`config.mk`:
```
export PLATFORM = sky130hd
export DESIGN_NAME = vt52_terminal_decoder_unit
export DESIGN_NICKNAME = d
export VERILOG_FILES = /design/src/rtl/vt52td_pkg.sv /design/src/rtl/vt52_terminal_decoder_unit.sv /design/src/rtl/vt52td_core.sv
export SDC_FILE = /design/constraint.sdc
export NUM_CORES = 1
export LEC_CHECK = 0
export ABC_AREA = 1
export BUFFER_PORTS_ARGS = -buffer_cell sky130_fd_sc_hd__buf_2
export CAP_MARGIN = 15
export CELL_PAD_IN_SITES_DETAIL_PLACEMENT = 2
export CELL_PAD_IN_SITES_GLOBAL_PLACEMENT = 2
export CORE_MARGIN = 3
export CORE_UTILIZATION = 33
export CTS_CLUSTER_SIZE = 10
export DETAILED_ROUTE_END_ITERATION = 10
export PLACE_DENSITY = 0.78
export SYNTH_ARGS = -nofsm -noshare
export SYNTH_HDL_FRONTEND = slang
export SYNTH_SLANG_ARGS = --single-unit
```
`constraint.sdc`:
```
create_clock -name clk -period 5.6 [get_ports clk]
set_input_delay 0.56 -clock clk [delete_from_list [all_inputs] [get_ports clk]]
set_output_delay 0.56 -clock clk [all_outputs]
set_load 0.01 [all_outputs]
```
`src/rtl/vt52td_pkg.sv`:
```
package vt52td_pkg;

    typedef enum logic [3:0] {
        CMD_NONE        = 4'd0,
        CMD_GLYPH       = 4'd1,
        CMD_ERASE_SPAN  = 4'd2,
        CMD_ERASE_LINES = 4'd3,
        CMD_SCROLL_UP   = 4'd4,
        CMD_SCROLL_DOWN = 4'd5,
        CMD_INS_LINE    = 4'd6,
        CMD_DEL_LINE    = 4'd7,
        CMD_CLEAR_SCR   = 4'd8,
        CMD_BELL        = 4'd9,
        CMD_CLEAR_LINE  = 4'd10
    } cmd_t;

    typedef struct packed {
        cmd_t       command;
        logic [7:0] row_first;
        logic [7:0] row_last;
        logic [7:0] col_first;
        logic [7:0] col_last;
        logic [7:0] glyph;
        logic [7:0] cursor_col;
        logic [7:0] cursor_row;
        logic       reverse_video;
        logic       cursor_hidden;
        logic       last;
    } result_t;

    // up to two commands per character
    typedef struct packed {
        result_t first;
        result_t second;
        logic    two;
    } step_out_t;

    typedef struct packed {
        logic       we;
        logic [1:0] index;
        logic [7:0] data;
    } cfg_wr_t;

    localparam logic [1:0] CFG_COLUMNS = 2'd0;
    localparam logic [1:0] CFG_ROWS    = 2'd1;

    localparam logic [7:0] COLS_RESET = 8'd80;
    localparam logic [7:0] ROWS_RESET = 8'd25;

    localparam logic [7:0] CH_BEL   = 8'd7;
    localparam logic [7:0] CH_BS    = 8'd8;
    localparam logic [7:0] CH_HT    = 8'd9;
    localparam logic [7:0] CH_LF    = 8'd10;
    localparam logic [7:0] CH_FF    = 8'd12;
    localparam logic [7:0] CH_CR    = 8'd13;
    localparam logic [7:0] CH_ESC   = 8'd27;
    localparam logic [7:0] CH_SPACE = 8'd32;
    localparam logic [7:0] CH_DEL   = 8'd127;

    localparam logic [7:0] ESC_UP        = 8'h41;
    localparam logic [7:0] ESC_DOWN      = 8'h42;
    localparam logic [7:0] ESC_RIGHT     = 8'h43;
    localparam logic [7:0] ESC_LEFT      = 8'h44;
    localparam logic [7:0] ESC_CLEAR     = 8'h45;
    localparam logic [7:0] ESC_HOME      = 8'h48;
    localparam logic [7:0] ESC_REV_LF    = 8'h49;
    localparam logic [7:0] ESC_ERASE_EOS = 8'h4A;
    localparam logic [7:0] ESC_ERASE_EOL = 8'h4B;
    localparam logic [7:0] ESC_INS_LINE  = 8'h4C;
    localparam logic [7:0] ESC_DEL_LINE  = 8'h4D;
    localparam logic [7:0] ESC_ADDR      = 8'h59;
    localparam logic [7:0] ESC_FG        = 8'h62;
    localparam logic [7:0] ESC_BG        = 8'h63;
    localparam logic [7:0] ESC_ERASE_BOS = 8'h64;
    localparam logic [7:0] ESC_SHOW      = 8'h65;
    localparam logic [7:0] ESC_HIDE      = 8'h66;
    localparam logic [7:0] ESC_SAVE      = 8'h6A;
    localparam logic [7:0] ESC_RESTORE   = 8'h6B;
    localparam logic [7:0] ESC_CLR_LINE  = 8'h6C;
    localparam logic [7:0] ESC_ERASE_BOL = 8'h6F;
    localparam logic [7:0] ESC_REV_ON    = 8'h70;
    localparam logic [7:0] ESC_REV_OFF   = 8'h71;
    localparam logic [7:0] ESC_WRAP      = 8'h76;
    localparam logic [7:0] ESC_NOWRAP    = 8'h77;

endpackage

```
`src/rtl/vt52_terminal_decoder_unit.sv`:
```
// channel  direction  handshake                  payload
// in       to block   in_valid / in_stall         char_code
// out      from block out_valid / out_stall       command .. last (one word per command)
// cfg      to block   cfg_valid / cfg_ready       cfg_index, cfg_data
//
// A character is captured in the input register and decoded into the result register,
// from which its first word is driven.
// One character per cycle while out_stall is low and it yields one word; a glyph that
// scrolls, ESC J and ESC d can yield two words; the second waits in a pending register.
// Reset: cursor and saved cursor at 0, plain state, flags clear, 80 columns, 25 rows.
// out_stall holds both words; in_stall rises once the input register cannot drain.
module vt52_terminal_decoder_unit (
    input  logic       clk,
    input  logic       rst_n,
    input  logic       in_valid,
    output logic       in_stall,
    input  logic [7:0] char_code,
    output logic       out_valid,
    input  logic       out_stall,
    output logic [3:0] command,
    output logic [7:0] row_first,
    output logic [7:0] row_last,
    output logic [7:0] col_first,
    output logic [7:0] col_last,
    output logic [7:0] glyph,
    output logic [7:0] cursor_col,
    output logic [7:0] cursor_row,
    output logic       reverse_video,
    output logic       cursor_hidden,
    output logic       last,
    input  logic       cfg_valid,
    output logic       cfg_ready,
    input  logic [1:0] cfg_index,
    input  logic [7:0] cfg_data
);

    logic                  in_full_reg;
    logic [7:0]            char_reg;
    logic                  out_full_reg, pend_full_reg;
    vt52td_pkg::result_t   out_reg, pend_reg;
    vt52td_pkg::step_out_t step;
    vt52td_pkg::cfg_wr_t   cfg;
    logic                  out_free, step_en;

    assign out_free  = !out_full_reg || (!out_stall && !pend_full_reg);
    assign step_en   = in_full_reg && out_free;
    assign in_stall  = in_full_reg && !step_en;
    assign cfg_ready = !in_full_reg;

    assign cfg.we    = cfg_valid && cfg_ready;
    assign cfg.index = cfg_index;
    assign cfg.data  = cfg_data;

    vt52td_core u_core (
        .clk       (clk),
        .rst_n     (rst_n),
        .step_en   (step_en),
        .char_code (char_reg),
        .cfg       (cfg),
        .res       (step)
    );

    always_ff @(posedge clk or negedge rst_n)
    begin
        if (!rst_n)
        begin
            in_full_reg   <= 1'b0;
            out_full_reg  <= 1'b0;
            pend_full_reg <= 1'b0;
        end
        else
        begin
            if (!in_stall)
                in_full_reg <= in_valid;
            if (step_en)
            begin
                out_full_reg  <= 1'b1;
                pend_full_reg <= step.two;
            end
            else if (out_full_reg && !out_stall)
            begin
                // advance the second word or drop the last
                if (pend_full_reg)
                    pend_full_reg <= 1'b0;
                else
                    out_full_reg <= 1'b0;
            end
        end
    end

    always_ff @(posedge clk)
    begin
        if (!in_stall)
            char_reg <= char_code;
        if (step_en)
        begin
            out_reg  <= step.first;
            pend_reg <= step.second;
        end
        else if (out_full_reg && !out_stall && pend_full_reg)
            out_reg <= pend_reg;
    end

    assign out_valid     = out_full_reg;
    assign command       = out_reg.command;
    assign row_first     = out_reg.row_first;
    assign row_last      = out_reg.row_last;
    assign col_first     = out_reg.col_first;
    assign col_last      = out_reg.col_last;
    assign glyph         = out_reg.glyph;
    assign cursor_col    = out_reg.cursor_col;
    assign cursor_row    = out_reg.cursor_row;
    assign reverse_video = out_reg.reverse_video;
    assign cursor_hidden = out_reg.cursor_hidden;
    assign last          = out_reg.last;

    a_pend_needs_out: assert property (@(posedge clk) disable iff (!rst_n)
        pend_full_reg |-> out_full_reg)
        else $error("second word held without a first");

    a_not_last_has_pend: assert property (@(posedge clk) disable iff (!rst_n)
        out_full_reg && !out_reg.last |-> pend_full_reg)
        else $error("word marked not last with nothing behind it");

    a_step_fills_out: assert property (@(posedge clk) disable iff (!rst_n)
        step_en |=> out_full_reg)
        else $error("decoded character left no word");

    a_cfg_excl_step: assert property (@(posedge clk) disable iff (!rst_n)
        cfg_ready |-> !step_en)
        else $error("register write while a character decodes");

endmodule

```
`src/rtl/vt52td_core.sv`:
```
module vt52td_core (
    input  logic                  clk,
    input  logic                  rst_n,
    input  logic                  step_en,
    input  logic [7:0]            char_code,
    input  vt52td_pkg::cfg_wr_t   cfg,
    output vt52td_pkg::step_out_t res
);

    typedef enum logic [2:0] {
        PH_PLAIN = 3'd0,
        PH_ESC   = 3'd1,
        PH_ARGS  = 3'd2,
        PH_FG    = 3'd3,
        PH_BG    = 3'd4
    } phase_t;

    phase_t     phase_reg, phase_next;
    logic [1:0] argcnt_reg, argcnt_next;
    logic [7:0] col_reg, row_reg, saved_col_reg, saved_row_reg;
    logic [7:0] col_next, row_next, saved_col_next, saved_row_next;
    logic       hide_reg, hide_next, rev_reg, rev_next, disc_reg, disc_next;
    logic [7:0] columns_reg, rows_reg;

    logic [7:0] nc, nr, cfg_dim;
    logic [8:0] nc9, nr9, cx, cy, tab;
    vt52td_pkg::result_t e0, e1, fin, s0, s1;
    logic       e0_v, e1_v, fs_v;

    function automatic vt52td_pkg::result_t mk(input vt52td_pkg::cmd_t c,
                                               input logic [7:0] r0, input logic [7:0] r1,
                                               input logic [7:0] c0, input logic [7:0] c1,
                                               input logic [7:0] g);
        vt52td_pkg::result_t r;
        r = '0;
        r.command   = c;
        r.row_first = r0;
        r.row_last  = r1;
        r.col_first = c0;
        r.col_last  = c1;
        r.glyph     = g;
        return r;
    endfunction

    function automatic logic [7:0] clamp_arg(input logic [7:0] ch, input logic [7:0] dim);
        logic [7:0] v;
        v = (ch < vt52td_pkg::CH_SPACE) ? 8'd0 : ch - vt52td_pkg::CH_SPACE;
        return (v >= dim) ? dim - 8'd1 : v;
    endfunction

    assign nc      = (columns_reg == 8'd0) ? 8'd1 : columns_reg;
    assign nr      = (rows_reg == 8'd0) ? 8'd1 : rows_reg;
    assign nc9     = {1'b0, nc};
    assign nr9     = {1'b0, nr};
    assign cfg_dim = (cfg.data == 8'd0) ? 8'd1 : cfg.data;

    always_comb
    begin
        phase_next     = phase_reg;
        argcnt_next    = argcnt_reg;
        saved_col_next = saved_col_reg;
        saved_row_next = saved_row_reg;
        hide_next      = hide_reg;
        rev_next       = rev_reg;
        disc_next      = disc_reg;
        cx             = {1'b0, col_reg};
        cy             = {1'b0, row_reg};
        tab            = {cx[8:3] + 6'd1, 3'b000};
        e0             = '0;
        e1             = '0;
        e0_v           = 1'b0;
        e1_v           = 1'b0;
        fs_v           = 1'b0;

        if (phase_reg != PH_PLAIN)
        begin
            unique case (phase_reg)
                PH_ARGS:
                begin
                    argcnt_next = argcnt_reg + 2'd1;
                    if (argcnt_next == 2'd1)
                        cy = {1'b0, clamp_arg(char_code, nr)};
                    else if (argcnt_next == 2'd2)
                    begin
                        cx         = {1'b0, clamp_arg(char_code, nc)};
                        phase_next = PH_PLAIN;
                    end
                    else
                        phase_next = PH_PLAIN;
                end
                PH_ESC:
                begin
                    phase_next = PH_PLAIN;
                    unique case (char_code)
                        vt52td_pkg::ESC_UP:    if (cy != 9'd0) cy = cy - 9'd1;
                        vt52td_pkg::ESC_DOWN:  if (cy + 9'd1 < nr9) cy = cy + 9'd1;
                        vt52td_pkg::ESC_RIGHT: if (cx + 9'd1 < nc9) cx = cx + 9'd1;
                        vt52td_pkg::ESC_LEFT:  if (cx != 9'd0) cx = cx - 9'd1;
                        vt52td_pkg::ESC_CLEAR:
                        begin
                            cx   = 9'd0;
                            cy   = 9'd0;
                            e0   = mk(vt52td_pkg::CMD_CLEAR_SCR, 8'd0, 8'd0, 8'd0, 8'd0, 8'd0);
                            e0_v = 1'b1;
                        end
                        vt52td_pkg::ESC_HOME:
                        begin
                            cx = 9'd0;
                            cy = 9'd0;
                        end
                        vt52td_pkg::ESC_REV_LF:
                        begin
                            if (cy != 9'd0)
                                cy = cy - 9'd1;
                            else
                            begin
                                e0   = mk(vt52td_pkg::CMD_SCROLL_DOWN,
                                          8'd0, 8'd0, 8'd0, 8'd0, 8'd0);
                                e0_v = 1'b1;
                            end
                        end
                        vt52td_pkg::ESC_ERASE_EOS:
                        begin
                            if (cy + 9'd1 < nr9)
                            begin
                                e0   = mk(vt52td_pkg::CMD_ERASE_LINES, cy[7:0] + 8'd1,
                                          nr - 8'd1, 8'd0, 8'd0, 8'd0);
                                e0_v = 1'b1;
                            end
                            if (cx < nc9)
                            begin
                                e1   = mk(vt52td_pkg::CMD_ERASE_SPAN, cy[7:0], 8'd0,
                                          cx[7:0], nc - 8'd1, 8'd0);
                                e1_v = 1'b1;
                            end
                        end
                        vt52td_pkg::ESC_ERASE_EOL:
                        begin
                            if (cx < nc9)
                            begin
                                e0   = mk(vt52td_pkg::CMD_ERASE_SPAN, cy[7:0], 8'd0,
                                          cx[7:0], nc - 8'd1, 8'd0);
                                e0_v = 1'b1;
                            end
                        end
                        vt52td_pkg::ESC_INS_LINE:
                        begin
                            e0   = mk(vt52td_pkg::CMD_INS_LINE, cy[7:0], 8'd0, 8'd0, 8'd0, 8'd0);
                            e0_v = 1'b1;
                            cx   = 9'd0;
                        end
                        vt52td_pkg::ESC_DEL_LINE:
                        begin
                            e0   = mk(vt52td_pkg::CMD_DEL_LINE, cy[7:0], 8'd0, 8'd0, 8'd0, 8'd0);
                            e0_v = 1'b1;
                            cx   = 9'd0;
                        end
                        vt52td_pkg::ESC_ADDR:
                        begin
                            phase_next  = PH_ARGS;
                            argcnt_next = 2'd0;
                        end
                        vt52td_pkg::ESC_FG:
                        begin
                            phase_next  = PH_FG;
                            argcnt_next = 2'd0;
                        end
                        vt52td_pkg::ESC_BG:
                        begin
                            phase_next  = PH_BG;
                            argcnt_next = 2'd0;
                        end
                        vt52td_pkg::ESC_ERASE_BOS:
                        begin
                            if (cy != 9'd0)
                            begin
                                e0   = mk(vt52td_pkg::CMD_ERASE_LINES, 8'd0,
                                          cy[7:0] - 8'd1, 8'd0, 8'd0, 8'd0);
                                e0_v = 1'b1;
                            end
                            if (cx != 9'd0)
                            begin
                                e1   = mk(vt52td_pkg::CMD_ERASE_SPAN, cy[7:0], 8'd0,
                                          8'd0, cx[7:0] - 8'd1, 8'd0);
                                e1_v = 1'b1;
                            end
                        end
                        vt52td_pkg::ESC_ERASE_BOL:
                        begin
                            if (cx != 9'd0)
                            begin
                                e0   = mk(vt52td_pkg::CMD_ERASE_SPAN, cy[7:0], 8'd0,
                                          8'd0, cx[7:0] - 8'd1, 8'd0);
                                e0_v = 1'b1;
                            end
                        end
                        vt52td_pkg::ESC_SHOW: hide_next = 1'b0;
                        vt52td_pkg::ESC_HIDE: hide_next = 1'b1;
                        vt52td_pkg::ESC_SAVE:
                        begin
                            saved_col_next = cx[7:0];
                            saved_row_next = cy[7:0];
                        end
                        vt52td_pkg::ESC_RESTORE:
                        begin
                            cx = {1'b0, saved_col_reg};
                            cy = {1'b0, saved_row_reg};
                        end
                        vt52td_pkg::ESC_CLR_LINE:
                        begin
                            cx   = 9'd0;
                            e0   = mk(vt52td_pkg::CMD_CLEAR_LINE, cy[7:0],
                                      8'd0, 8'd0, 8'd0, 8'd0);
                            e0_v = 1'b1;
                        end
                        vt52td_pkg::ESC_REV_ON:  rev_next  = 1'b1;
                        vt52td_pkg::ESC_REV_OFF: rev_next  = 1'b0;
                        vt52td_pkg::ESC_WRAP:    disc_next = 1'b0;
                        vt52td_pkg::ESC_NOWRAP:  disc_next = 1'b1;
                        default: ;
                    endcase
                end
                default: phase_next = PH_PLAIN;
            endcase
        end
        else if (char_code < vt52td_pkg::CH_SPACE || char_code == vt52td_pkg::CH_DEL)
        begin
            unique case (char_code) inside
                vt52td_pkg::CH_BEL:
                begin
                    e0   = mk(vt52td_pkg::CMD_BELL, 8'd0, 8'd0, 8'd0, 8'd0, 8'd0);
                    e0_v = 1'b1;
                end
                vt52td_pkg::CH_BS, vt52td_pkg::CH_DEL:
                begin
                    if (cx != 9'd0)
                    begin
                        cx   = cx - 9'd1;
                        e0   = mk(vt52td_pkg::CMD_GLYPH, cy[7:0], 8'd0, cx[7:0], 8'd0,
                                  vt52td_pkg::CH_SPACE);
                        e0_v = 1'b1;
                    end
                end
                vt52td_pkg::CH_HT:
                    cx = (tab >= nc9) ? nc9 - 9'd1 : tab;
                vt52td_pkg::CH_LF:
                begin
                    cy = cy + 9'd1;
                    if (cy >= nr9)
                    begin
                        cy   = nr9 - 9'd1;
                        e0   = mk(vt52td_pkg::CMD_SCROLL_UP, 8'd0, 8'd0, 8'd0, 8'd0, 8'd0);
                        e0_v = 1'b1;
                    end
                end
                vt52td_pkg::CH_FF:
                begin
                    e0   = mk(vt52td_pkg::CMD_CLEAR_SCR, 8'd0, 8'd0, 8'd0, 8'd0, 8'd0);
                    e0_v = 1'b1;
                    cx   = 9'd0;
                    cy   = 9'd0;
                end
                vt52td_pkg::CH_CR:  cx = 9'd0;
                vt52td_pkg::CH_ESC: phase_next = PH_ESC;
                default: ;
            endcase
        end
        else
        begin
            e0   = mk(vt52td_pkg::CMD_GLYPH, cy[7:0], 8'd0, cx[7:0], 8'd0, char_code);
            e0_v = 1'b1;
            cx   = cx + 9'd1;
        end

        // wrap or hold at line end, then scroll off the last row
        if (cx >= nc9)
        begin
            cx = nc9 - 9'd1;
            if (!disc_next)
            begin
                cx = 9'd0;
                cy = cy + 9'd1;
            end
        end
        if (cy >= nr9)
        begin
            cy   = nr9 - 9'd1;
            fs_v = 1'b1;
        end
        fin = mk(vt52td_pkg::CMD_SCROLL_UP, 8'd0, 8'd0, 8'd0, 8'd0, 8'd0);

        col_next = cx[7:0];
        row_next = cy[7:0];

        if (e0_v)
            s0 = e0;
        else if (e1_v)
            s0 = e1;
        else if (fs_v)
            s0 = fin;
        else
            s0 = mk(vt52td_pkg::CMD_NONE, 8'd0, 8'd0, 8'd0, 8'd0, 8'd0);
        s1 = (e0_v && e1_v) ? e1 : fin;

        res.two = (e0_v && (e1_v || fs_v)) || (e1_v && fs_v);

        s0.cursor_col    = col_next;
        s0.cursor_row    = row_next;
        s0.reverse_video = rev_next;
        s0.cursor_hidden = hide_next;
        s0.last          = !res.two;
        s1.cursor_col    = col_next;
        s1.cursor_row    = row_next;
        s1.reverse_video = rev_next;
        s1.cursor_hidden = hide_next;
        s1.last          = 1'b1;

        res.first  = s0;
        res.second = s1;
    end

    always_ff @(posedge clk or negedge rst_n)
    begin
        if (!rst_n)
        begin
            phase_reg     <= PH_PLAIN;
            argcnt_reg    <= 2'd0;
            col_reg       <= 8'd0;
            row_reg       <= 8'd0;
            saved_col_reg <= 8'd0;
            saved_row_reg <= 8'd0;
            hide_reg      <= 1'b0;
            rev_reg       <= 1'b0;
            disc_reg      <= 1'b0;
            columns_reg   <= vt52td_pkg::COLS_RESET;
            rows_reg      <= vt52td_pkg::ROWS_RESET;
        end
        else if (step_en)
        begin
            phase_reg     <= phase_next;
            argcnt_reg    <= argcnt_next;
            col_reg       <= col_next;
            row_reg       <= row_next;
            saved_col_reg <= saved_col_next;
            saved_row_reg <= saved_row_next;
            hide_reg      <= hide_next;
            rev_reg       <= rev_next;
            disc_reg      <= disc_next;
        end
        else if (cfg.we)
        begin
            // pull the cursor and saved cursor into the new size
            case (cfg.index)
                vt52td_pkg::CFG_COLUMNS:
                begin
                    columns_reg <= cfg.data;
                    if (col_reg >= cfg_dim)
                        col_reg <= cfg_dim - 8'd1;
                    if (saved_col_reg >= cfg_dim)
                        saved_col_reg <= cfg_dim - 8'd1;
                end
                vt52td_pkg::CFG_ROWS:
                begin
                    rows_reg <= cfg.data;
                    if (row_reg >= cfg_dim)
                        row_reg <= cfg_dim - 8'd1;
                    if (saved_row_reg >= cfg_dim)
                        saved_row_reg <= cfg_dim - 8'd1;
                end
                default: ;
            endcase
        end
    end

    a_cursor_in_cols: assert property (@(posedge clk) disable iff (!rst_n)
        step_en |-> res.first.cursor_col < nc)
        else $error("cursor column past line end");

    a_cursor_in_rows: assert property (@(posedge clk) disable iff (!rst_n)
        step_en |-> res.first.cursor_row < nr)
        else $error("cursor row past last row");

    a_args_cleared: assert property (@(posedge clk) disable iff (!rst_n)
        step_en && phase_reg == PH_ESC && char_code == vt52td_pkg::ESC_ADDR
        |=> phase_reg == PH_ARGS && argcnt_reg == 2'd0)
        else $error("cursor address did not start argument collection");

endmodule
```
==> flow_summary.json <==
{
  "rsz0062_at_grt": "yes",
  "drt-initial-drc-count": 1115,
  "vias_per_cell": 5.62,
  "path_common_cell": "nand2_1",
  "wl_per_cell_microns": 27.4,
  "layout_common_cells": "nand2_1 (487), buf_4 (329), inv_1 (200), nor2_1 (188), nand3_1 (147)",
  "cpPeakStageDelay_ns": 0.43,
  "reg2reg_slack_ns": -1.14,
  "fmax_ghz": 0.148,
  "violations": "negative setup slack",
  "ant_nets": 0,
  "clock_latency_ns": 0.51,
  "ys_ff_latch": 174,
  "grt_max_degree": 64,
  "cp-end-kind": "flip-flop",
  "power.total_w": 0.0133,
  "firstDrtPassIters": 5,
  "synth-seq-area-share": 0.346,
  "p_sw_frac": 0.523,
  "synth_ff_type": "edfxtp_1",
  "rows": 75,
  "finalSetupViolations": 51,
  "clk_pin_slew_worst_paths_ns": 0.07,
  "crit_fanout": 5,
  "cts_htree_levels": 4,
  "synth_area_sq_um": 14300,
  "final_common_cell": "nand2_1",
  "synth_cells": 1963,
  "vias": 16600,
  "syn_nets": 2095,
  "p_comb_frac": 0.726,
  "cts_tree": "done",
  "num_antenna_cells": 0,
  "overflow": 0,
  "root_buffer": "clkbuf_16",
  "seqPwrFrac": 0.174,
  "vdd_ir_drop_max_uv": 442,
  "cts_num_sinks": 174,
  "drv_cap": 0,
  "cts_buffers": 17,
  "crit_slowest_cell": "dfrtp_1",
  "p_switching_w": 0.00698,
  "slew_headroom": 0.187,
  "fillers": 4870,
  "clk_path_buf_depth": 2,
  "antenna_found_initial": 3,
  "clock-skew-final_ns": 0.0136,
  "status": "complete, but fails checks",
  "grt_pass1_vias": 18300,
  "r2r-end": "u_core.row_reg[2]",
  "min_period_over_period": 1.20,
  "place.gp.congestion": 0.952,
  "die-width_microns": 214,
  "boundaryPins": 89,
  "dieArea_sq_um": 45700,
  "cp.required_ns": 6.03,
  "synth_warnings": 0,
  "coreArea_sq_um": 42300,
  "async_flop_share": 0.339,
  "grt_usage": 0.344,
  "drc": 0,
  "pre_cts_ws_ns": -1.11,
  "fin_ws_ns": -1.14,
  "ys_types": 63,
  "cp.arrival_ns": 7.17,
  "routed_wl_mm": 80.7,
  "intPower_w": 0.00636,
  "tightest_slew_ns": 1.21,
  "syn_to_final_growth_pct": 33.1,
  "cp-start-kind": "flip-flop",
  "worstSetupPathType": "flip-flop to flip-flop",
  "synth_edf_count": 115,
  "rr_startpoint": "u_core.col_reg[3]",
  "powerDensity_nw_per_um2": 703,
  "avgSynthCellArea_sq_um": 7.26,
  "hold_depth": 1,
  "min_from": "char_code[2]",
  "hold_viol": 0,
  "grt_pass1_wl_mm": 115,
  "fp.dieH_microns": 214,
  "min_period_ns": 6.74,
  "io_buffers": 88,
  "clkPwrFrac": 0.099,
  "hp-class": "primary input to flip-flop",
  "rr_worst_depth": 48,
  "fin_nets": 2490,
  "maxSlewViolCount": 0,
  "dp_hpwl_mm": 58.7,
  "start_util": 0.337,
  "leakage_nw": 8.85,
  "drive_above_1_share": 0.293,
  "hold_end": "char_reg[2]",
  "largest_register_ffs": 44
}
-- layout make-up --
cell class / count / area (sq um) / share of cell area
clock buffer: 21 / 450 / 0.0237
clock inverter: 11 / 156 / 0.00824
inverter: 262 / 1000 / 0.0527
multi-input combinational: 1471 / 8610 / 0.454
sequential: 174 / 4940 / 0.260
tap: 577 / 722 / 0.0380
timing repair buffer: 432 / 3110 / 0.164
-- Yosys cell counts, types with 12 or more instances --
master	n	share of area
a21oi_1	81	0.028
buf_2	16	0.0056
clkbuf_1	29	0.0076
dfrtp_1	54	0.095
edfxtp_1	115	0.24
ha_1	109	0.096
inv_1	216	0.057
inv_2	37	0.0097
nand2_1	511	0.13
nand2_2	27	0.012
nand3_1	154	0.054
nand4_1	15	0.0066
nor2_1	198	0.052
nor2_2	17	0.0075
nor3_1	20	0.0070
o211ai_1	31	0.016
o21a_1	18	0.0095
o21ai_0	123	0.043
o21ai_1	17	0.0060
o22ai_1	12	0.0053
xor2_1	21	0.013
-- kinds of logic (layout without fill, tap and decap cells) --
logic type,count (synthesis),count (layout),synth area share
compound gates,348,349,0.150
xor+xnor,24,24,0.0147
fa+ha+maj,109,109,0.0956
buf+inv,319,726,0.0893
flops,174,174,0.346
simple gates,989,989,0.304
-- worst max path at each step --
| stage | startpoint | endpoint | slack, ns |
|---|---|---|---|
| floorplan | u_core.col_reg[0] | pend_reg[4] | 0.03 |
| global placement | u_core.col_reg[0] | pend_reg[8] | -0.72 |
| detailed placement | u_core.col_reg[0] | pend_full_reg | -1.11 |
| CTS | u_core.col_reg[1] | command[2] | -0.56 |
| global route | u_core.col_reg[0] | u_core.row_reg[2] | -1.42 |
| finish | u_core.col_reg[3] | u_core.row_reg[2] | -1.14 |
-- through the flow --
step / hold WS [ns] / TNS (ns) / utilization / instances / instance area, sq um
6_report: 0.229 / -46.84 / 0.448 / 2948 / 19000
5_1_grt: 0.210 / -59.97 / 0.448 / 2948 / 19000
4_1_cts: 0.208 / -21.21 / 0.439 / 2939 / 18600
3_5_place_dp: 0.480 / -28.53 / 0.412 / 2872 / 17500
3_3_place_gp: 0.464 / -18.49 / 0.412 / 2872 / 17500
2_1_floorplan: 0.264 / 0 / - / 1963 / 14300
-- routing by layer --
metal / wire (microns) / global-route usage / share of wire
met5: 13 / 0 / 0.00016
met1: 31600 / 0.396 / 0.39
met3: 3110 / 0.0470 / 0.039
met4: 5500 / 0.201 / 0.068
met2: 40400 / 0.613 / 0.50
-- power by group through the flow --
| stage | combinational, W | clock (W) | sequential (W) |
|---|---|---|---|
| floorplan | 0.00405 | 0 | 0.00228 |
| global placement | 0.00743 | 0 | 0.00229 |
| detailed placement | 0.00787 | 0 | 0.00232 |
| CTS | 0.00875 | 0.00133 | 0.00231 |
| global route | 0.0103 | 0.00138 | 0.00236 |
| finish | 0.00969 | 0.00132 | 0.00233 |
-- worst max-delay path: cells and delay by family (launching register included) --
| family | cells | cell delay [ns] |
|---|---|---|
| adder cells (fa/ha/maj) | 4 | 1.11 |
| AND/OR/NAND/NOR | 26 | 2.64 |
| buffers and inverters | 7 | 0.78 |
| AO/OA/AOI/OAI | 11 | 1.67 |
| flip-flops | 1 | 0.43 |
-- timing repair --
item                                    in CTS  in global routing
hold buffers                                 0                  0
endpoints found under the setup margin      27                 51
gates resized for setup                     79                 69
buffers inserted                            34                  9
pin swaps                                   23                 38
hold endpoints to repair                     0                  0
gates cloned                                 1                  0
(Power assumes the default switching activity.)
